`config.mk`:
```
export PLATFORM = sky130hd
export DESIGN_NAME = ede_cell
export DESIGN_NICKNAME = d
export VERILOG_FILES = /design/src/rtl/ede_pkg.sv /design/src/rtl/ede_cell.sv
export SDC_FILE = /design/constraint.sdc
export NUM_CORES = 1
export LEC_CHECK = 0
export ABC_AREA = 1
export ABC_CLOCK_PERIOD_IN_PS = 12100
export BUFFER_PORTS_ARGS = -buffer_cell sky130_fd_sc_hd__buf_2
export CAP_MARGIN = 15
export CORE_MARGIN = 5
export CORE_UTILIZATION = 45
export CTS_BUF_LIST = sky130_fd_sc_hd__clkbuf_2
export DETAILED_ROUTE_END_ITERATION = 7
export PLACE_DENSITY = 0.72
export SYNTH_ARGS = -nofsm -noshare
export SYNTH_HDL_FRONTEND = slang
export SYNTH_SLANG_ARGS = --single-unit
export TNS_END_PERCENT = 30
```
`constraint.sdc`:
```
create_clock -name clk -period 12.1 [get_ports clk]
set_input_delay 1.815 -clock clk [delete_from_list [all_inputs] [get_ports clk]]
set_output_delay 1.815 -clock clk [all_outputs]
set_load 0.1 [all_outputs]
```
`src/rtl/ede_pkg.sv`:
```
// Package for the edit distance engine: item and result types, command codes
// and the control word that travels along the cell chain. No dependencies.
`default_nettype none

package ede_pkg;

  // Command codes of an input item
  localparam logic CMD_A = 1'b0;
  localparam logic CMD_B = 1'b1;

  // Input item and result item
  typedef struct packed {
    logic       cmd;
    logic [7:0] ch;
    logic       last;
  } item_t;

  typedef struct packed {
    logic [10:0] distance;
    logic        overflow;
  } result_t;

  // Kind of token moving down the chain
  typedef enum logic [1:0] {
    TOK_A     = 2'b00,  // character of string A, parks in the first free cell
    TOK_B     = 2'b01,  // character of string B, updates one row as it passes
    TOK_FLUSH = 2'b10   // dropped last B character, collects the stored distance
  } tok_kind_t;

  // Control word of a token, handed from cell to cell
  typedef struct packed {
    logic      valid;
    tok_kind_t kind;
    logic [7:0] ch;
    logic      first;  // first B character of a pair: cells take their start value
    logic      last;   // final B character: emit result and free the cells
    logic      ovf;    // overflow seen for this pair, rides along to the result
  } tok_ctl_t;

endpackage

`default_nettype wire

```
`src/rtl/ede_cell.sv`:
```
// One cell of the edit distance chain: holds one character of string A and
// one entry of the distance row. Depends on ede_pkg.
`default_nettype none

module ede_cell #(
  parameter int DW  = 11,
  parameter int IDX = 0
) (
  input  wire logic             clk,
  input  wire logic             rst,
  input  wire logic             advance,
  input  wire ede_pkg::tok_ctl_t ctl_prev,
  input  wire logic [DW-1:0]    diag_prev,
  input  wire logic [DW-1:0]    left_prev,
  output ede_pkg::tok_ctl_t     ctl,
  output logic [DW-1:0]         diag,
  output logic [DW-1:0]         left
);

  logic          loaded;
  logic [7:0]    a_ch;
  logic [DW-1:0] up;

  logic              park;
  logic [DW-1:0]     up_eff;
  logic [DW-1:0]     sub_cost;
  logic [DW-1:0]     del_cost;
  logic [DW-1:0]     ins_cost;
  logic [DW-1:0]     min_a;
  logic [DW-1:0]     v;
  ede_pkg::tok_ctl_t ctl_next;
  logic [DW-1:0]     diag_next;
  logic [DW-1:0]     left_next;

  // Evaluate the row recurrence for the passing B character
  always_comb begin
    up_eff   = ctl_prev.first ? DW'(IDX + 1) : up;
    sub_cost = diag_prev + DW'(a_ch != ctl_prev.ch);
    del_cost = up_eff + DW'(1);
    ins_cost = left_prev + DW'(1);
    min_a    = (sub_cost < del_cost) ? sub_cost : del_cost;
    v        = (min_a < ins_cost) ? min_a : ins_cost;
  end

  // Park a free A character here, pass everything else on
  always_comb begin
    park           = ctl_prev.valid && (ctl_prev.kind == ede_pkg::TOK_A) && !loaded;
    ctl_next       = ctl_prev;
    ctl_next.valid = ctl_prev.valid && !park;
    diag_next      = diag_prev;
    left_next      = left_prev;
    if (ctl_prev.valid && loaded) begin
      case (ctl_prev.kind)
        ede_pkg::TOK_B: begin
          diag_next = up_eff;
          left_next = v;
        end
        ede_pkg::TOK_FLUSH: begin
          left_next = up;
        end
        default: ;
      endcase
    end
  end

  // Track occupancy and hand the control word on
  always_ff @(posedge clk) begin
    if (rst) begin
      loaded <= 1'b0;
      ctl    <= '0;
    end else if (advance) begin
      ctl <= ctl_next;
      if (ctl_prev.valid) begin
        case (ctl_prev.kind)
          ede_pkg::TOK_A: begin
            if (!loaded) begin
              loaded <= 1'b1;
            end
          end
          ede_pkg::TOK_B: begin
            if (loaded && ctl_prev.last) begin
              loaded <= 1'b0;
            end
          end
          ede_pkg::TOK_FLUSH: begin
            loaded <= 1'b0;
          end
          default: ;
        endcase
      end
    end
  end

  // Store the character and row entry, pass distances to the neighbor
  always_ff @(posedge clk) begin
    if (advance) begin
      diag <= diag_next;
      left <= left_next;
      if (ctl_prev.valid) begin
        case (ctl_prev.kind)
          ede_pkg::TOK_A: begin
            if (!loaded) begin
              a_ch <= ctl_prev.ch;
            end
          end
          ede_pkg::TOK_B: begin
            if (loaded) begin
              up <= v;
            end
          end
          default: ;
        endcase
      end
    end
  end

endmodule

`default_nettype wire

```
==> metrics.txt <==
# TYPE chip_impl_metric gauge
chip_impl_metric{name="post_dp_area",unit="µm²"} 4468
chip_impl_metric{name="drcViolationCount",unit=""} 0
chip_impl_info{name="critPathSlowestCell",value="sky130_fd_sc_hd__or4_1"} 1
chip_impl_metric{name="transition_at_the_pin_with_the_smallest_max_transition_slack",unit="ns"} 1.084
chip_impl_info{name="crit-reg2reg-launch",value="a_ch[7]$_DFFE_PP_"} 1
chip_impl_metric{name="final_antenna_net_count",unit=""} 0
chip_impl_metric{name="worst-endpoint-required",unit="ns"} 12.42
chip_impl_metric{name="synth-edff-count",unit=""} 41
chip_impl_metric{name="hold_viol",unit=""} 0
chip_impl_metric{name="cts.repair.resized",unit=""} 0
chip_impl_info{name="cp_common_cell",value="sky130_fd_sc_hd__ha_1"} 1
chip_impl_metric{name="antennaDiodeCount",unit=""} 0
chip_impl_metric{name="yosys.cell_types.count",unit=""} 38
chip_impl_metric{name="rrSetupSlack",unit="ns"} 6.90
chip_impl_metric{name="clk-insertion-delay-late",unit="ns"} 0.47
chip_impl_info{name="rsz0062_at_grt",value="no"} 1
chip_impl_metric{name="floorplan.core_area",unit="µm²"} 8721
chip_impl_metric{name="count_of_final_setup_violators",unit=""} 0
chip_impl_metric{name="effective_utilization_at_floorplan",unit=""} 0.4631
chip_impl_metric{name="cts.reportedPaths.clkPinSlew",unit="ns"} 0.28
chip_impl_info{name="setup.worst_path.end_class",value="register"} 1
chip_impl_info{name="status",value="completed"} 1
chip_impl_metric{name="hold-path-cell-count",unit=""} 2
chip_impl_info{name="clock_tree.root_cell",value="sky130_fd_sc_hd__clkbuf_2"} 1
chip_impl_metric{name="port_buffers",unit=""} 74
chip_impl_info{name="worst_hold_startpoint",value="ctl[5]$_SDFFE_PP0P_"} 1
chip_impl_metric{name="stdcell_area",unit="µm²"} 4544
chip_impl_metric{name="core.rowCount",unit=""} 34
chip_impl_info{name="mostFrequentLayoutCell",value="sky130_fd_sc_hd__nand2_1"} 1
chip_impl_metric{name="power.density_cell_area",unit="nW/µm²"} 106.4
chip_impl_metric{name="synth_cells",unit=""} 505
chip_impl_metric{name="relSlewSlack",unit=""} 0.2745
chip_impl_metric{name="ys.warnings.count",unit=""} 0
chip_impl_metric{name="grtUsageTotal",unit=""} 0.1799
chip_impl_metric{name="period_minus_slack",unit="ns"} 6.259
chip_impl_metric{name="fill_cells",unit=""} 831
chip_impl_metric{name="grt_remaining_overflow",unit=""} 0
chip_impl_metric{name="boundaryPins",unit=""} 75
chip_impl_metric{name="cap_viol_max_count",unit=""} 0
chip_impl_metric{name="first_global_vias",unit=""} 3419
chip_impl_info{name="worstHoldEndpoint",value="ctl[5]$_SDFFE_PP0P_"} 1
chip_impl_metric{name="global_route_wire_length_before_repair",unit="µm"} 16330
chip_impl_metric{name="slew_viol_final",unit=""} 0
chip_impl_info{name="predominant_post_synthesis_flop_cell",value="sky130_fd_sc_hd__edfxtp_1"} 1
chip_impl_info{name="crit_family",value="simple AND/OR/NAND/NOR gates"} 1
chip_impl_metric{name="place.detailed.hpwl",unit="µm"} 8179
chip_impl_metric{name="drive_above_1_share",unit=""} 0.2334
chip_impl_metric{name="place_congestion",unit=""} 0.8867
chip_impl_metric{name="number_of_synthesized_register_bits",unit=""} 56
chip_impl_metric{name="grt_antenna_before_repair",unit=""} 0
chip_impl_metric{name="detail_route.wl_per_cell",unit="µm"} 14.70
chip_impl_metric{name="slowest_delay",unit="ns"} 0.55
chip_impl_metric{name="fin_skew",unit="ns"} 0.03388
chip_impl_info{name="critical_path_class",value="in -> reg"} 1
chip_impl_metric{name="finalSetupTns",unit="ns"} 0
chip_impl_metric{name="vdd_drop_max",unit="mV"} 0.05559
chip_impl_metric{name="htree_levels",unit=""} 2
chip_impl_info{name="layout_common_cells",value="sky130_fd_sc_hd__nand2_1, sky130_fd_sc_hd__inv_1, sky130_fd_sc_hd__buf_2, sky130_fd_sc_hd__edfxtp_1, sky130_fd_sc_hd__a21oi_1"} 1
chip_impl_metric{name="die_area",unit="µm²"} 10970
chip_impl_metric{name="routed-via-count",unit=""} 3462
chip_impl_metric{name="async_reset_ff_frac",unit=""} 0
chip_impl_metric{name="power.leakage",unit="nW"} 2.210
chip_impl_metric{name="cts.sinks",unit=""} 56
chip_impl_metric{name="syn_area_per_cell",unit="µm²"} 7.998
chip_impl_metric{name="cts_buffers",unit=""} 5
chip_impl_metric{name="routed_wl",unit="µm"} 10030
chip_impl_metric{name="design_power",unit="µW"} 483.5
chip_impl_metric{name="cts_setup_buffers",unit=""} 0
chip_impl_metric{name="reg2reg_depth",unit=""} 24
chip_impl_metric{name="max_clock_freq",unit="MHz"} 159.8
chip_impl_metric{name="timing.critical_path.buf_inv",unit=""} 4
chip_impl_metric{name="cts_buffer_depth",unit=""} 2
chip_impl_metric{name="route.detailed.vias_per_inst",unit=""} 5.076
chip_impl_metric{name="dr.first_iter.drc_count",unit=""} 206
chip_impl_metric{name="timing.critical_path.arrival",unit="ns"} 6.58
chip_impl_metric{name="crit_path_max_fanout",unit=""} 16
chip_impl_metric{name="mappedNetlistArea",unit="µm²"} 4039
chip_impl_metric{name="die_w",unit="µm"} 104.7
chip_impl_metric{name="grt_max_degree",unit=""} 41
chip_impl_metric{name="dr.pass1.iters",unit=""} 4
chip_impl_info{name="critical_path.reg2reg.endpoint",value="left[5]$_DFFE_PP_"} 1
chip_impl_info{name="timing.hold.worst.class",value="reg -> reg"} 1
chip_impl_info{name="timing.critical_path.from_type",value="input pin"} 1
chip_impl_metric{name="die_height",unit="µm"} 104.7
chip_impl_metric{name="post_cts_hold_buffer_count",unit=""} 0
chip_impl_metric{name="min_period_over_period",unit=""} 0.5173
chip_impl_info{name="tritoncts",value="yes"} 1
chip_impl_metric{name="mappedNetlistNets",unit=""} 572
chip_impl_metric{name="finish.net_count",unit=""} 640
chip_impl_metric{name="area_growth_syn_to_layout",unit="%"} 12.52
chip_impl_metric{name="seq_area_frac_synth",unit=""} 0.3792
state kept, by name, summed over array words and instances (netlist names):
name and cells:
diag 11, up 11, ctl 14, left 11, a_ch 8, loaded 1
routing by layer:
metal  up-vias  global-route usage  wire length, µm
met5         -                   0                0
li1       1769                   -                -
met1      1567              0.2318             4390
met2       108              0.3098             4844
met3        18             0.02898              568
met4         0             0.05388              223
synthesized netlist by cell type, types with 3 or more instances:
cell	count	area, µm²
sky130_fd_sc_hd__and2_1	12	75.07
sky130_fd_sc_hd__edfxtp_1	41	1231
sky130_fd_sc_hd__a21oi_1	32	160.2
sky130_fd_sc_hd__nand2_2	15	93.84
sky130_fd_sc_hd__nand4_1	8	50.05
sky130_fd_sc_hd__xnor2_1	7	61.31
sky130_fd_sc_hd__ha_1	28	350.3
sky130_fd_sc_hd__nor3_1	5	25.02
sky130_fd_sc_hd__a211oi_1	4	30.03
sky130_fd_sc_hd__nor2_1	19	71.32
sky130_fd_sc_hd__inv_1	82	307.8
sky130_fd_sc_hd__dfxtp_1	15	300.3
sky130_fd_sc_hd__nor2_2	6	37.54
sky130_fd_sc_hd__o21a_1	4	30.03
sky130_fd_sc_hd__nand3_1	25	125.1
sky130_fd_sc_hd__xor2_1	18	157.7
sky130_fd_sc_hd__o21ai_0	17	85.08
sky130_fd_sc_hd__a21oi_2	10	87.58
sky130_fd_sc_hd__nand3_2	10	100.1
sky130_fd_sc_hd__nor3_2	3	30.03
sky130_fd_sc_hd__clkbuf_1	9	33.78
sky130_fd_sc_hd__nand2_1	117	439.2
cell families (layout without fill, tap and decap cells):
group / Yosys count / count (layout) / share of synthesized area
flops: 56 / 56 / 0.3792
simple gates: 226 / 226 / 0.2742
compound gates: 72 / 72 / 0.1075
xor+xnor: 25 / 25 / 0.05421
fa+ha+maj: 28 / 28 / 0.08674
buf+inv: 98 / 167 / 0.09820
tightest hold or removal path, stage by stage, from the launching register on:
cell                      delay (ns)
sky130_fd_sc_hd__dfxtp_1        0.37
sky130_fd_sc_hd__nand2_1        0.06
sky130_fd_sc_hd__a21oi_1        0.05
metrics by stage:
step                      utilization  cells  hold slack, ns  setup slack, ns
final                          0.5211    682          0.4788            5.841
after global routing           0.5211    682          0.5002            5.556
after CTS                      0.5202    681          0.4815            5.864
after detailed placement       0.5123    673          0.4519            5.380
after global placement         0.5123    673          0.4460            5.475
after floorplan                     -    505          0.5180            5.895
area by class of cell:
| cell class | instances | area [µm²] | share of cell area |
|---|---|---|---|
| clock buffer | 6 | 30.03 | 0.006608 |
| clock inverter | 2 | 38.79 | 0.008535 |
| inverter | 84 | 320.3 | 0.07048 |
| multi-input combinational | 351 | 2111 | 0.4645 |
| sequential | 56 | 1531 | 0.3370 |
| tap | 108 | 135.1 | 0.02974 |
| timing repair buffer | 75 | 377.9 | 0.08315 |
how the worst max path moves through the flow:
stage | end | slack, ns | startpoint | cells past startpoint
6_report | left[5]$_DFFE_PP_ | 5.84 | ctl_prev[9] | 25
3_5_place_dp | left[5]$_DFFE_PP_ | 5.38 | ctl_prev[9] | 25
4_1_cts | left[5]$_DFFE_PP_ | 5.86 | ctl_prev[10] | 25
3_3_place_gp | left[5]$_DFFE_PP_ | 5.47 | ctl_prev[9] | 30
5_1_grt | left[5]$_DFFE_PP_ | 5.56 | ctl_prev[10] | 28
2_1_floorplan | up[3]$_DFFE_PP_ | 5.89 | ctl_prev[9] | 24
power by group:
group | switching, mW | internal [mW] | total [mW] | leakage, nW
Sequential | 0.00304 | 0.217 | 0.220 | 0.511
Clock | 0.0601 | 0.0367 | 0.0967 | 0.0436
Combinational | 0.122 | 0.0442 | 0.166 | 1.66
Total | 0.185 | 0.298 | 0.483 | 2.21
No activity file was read; power rests on OpenSTA's default activity.
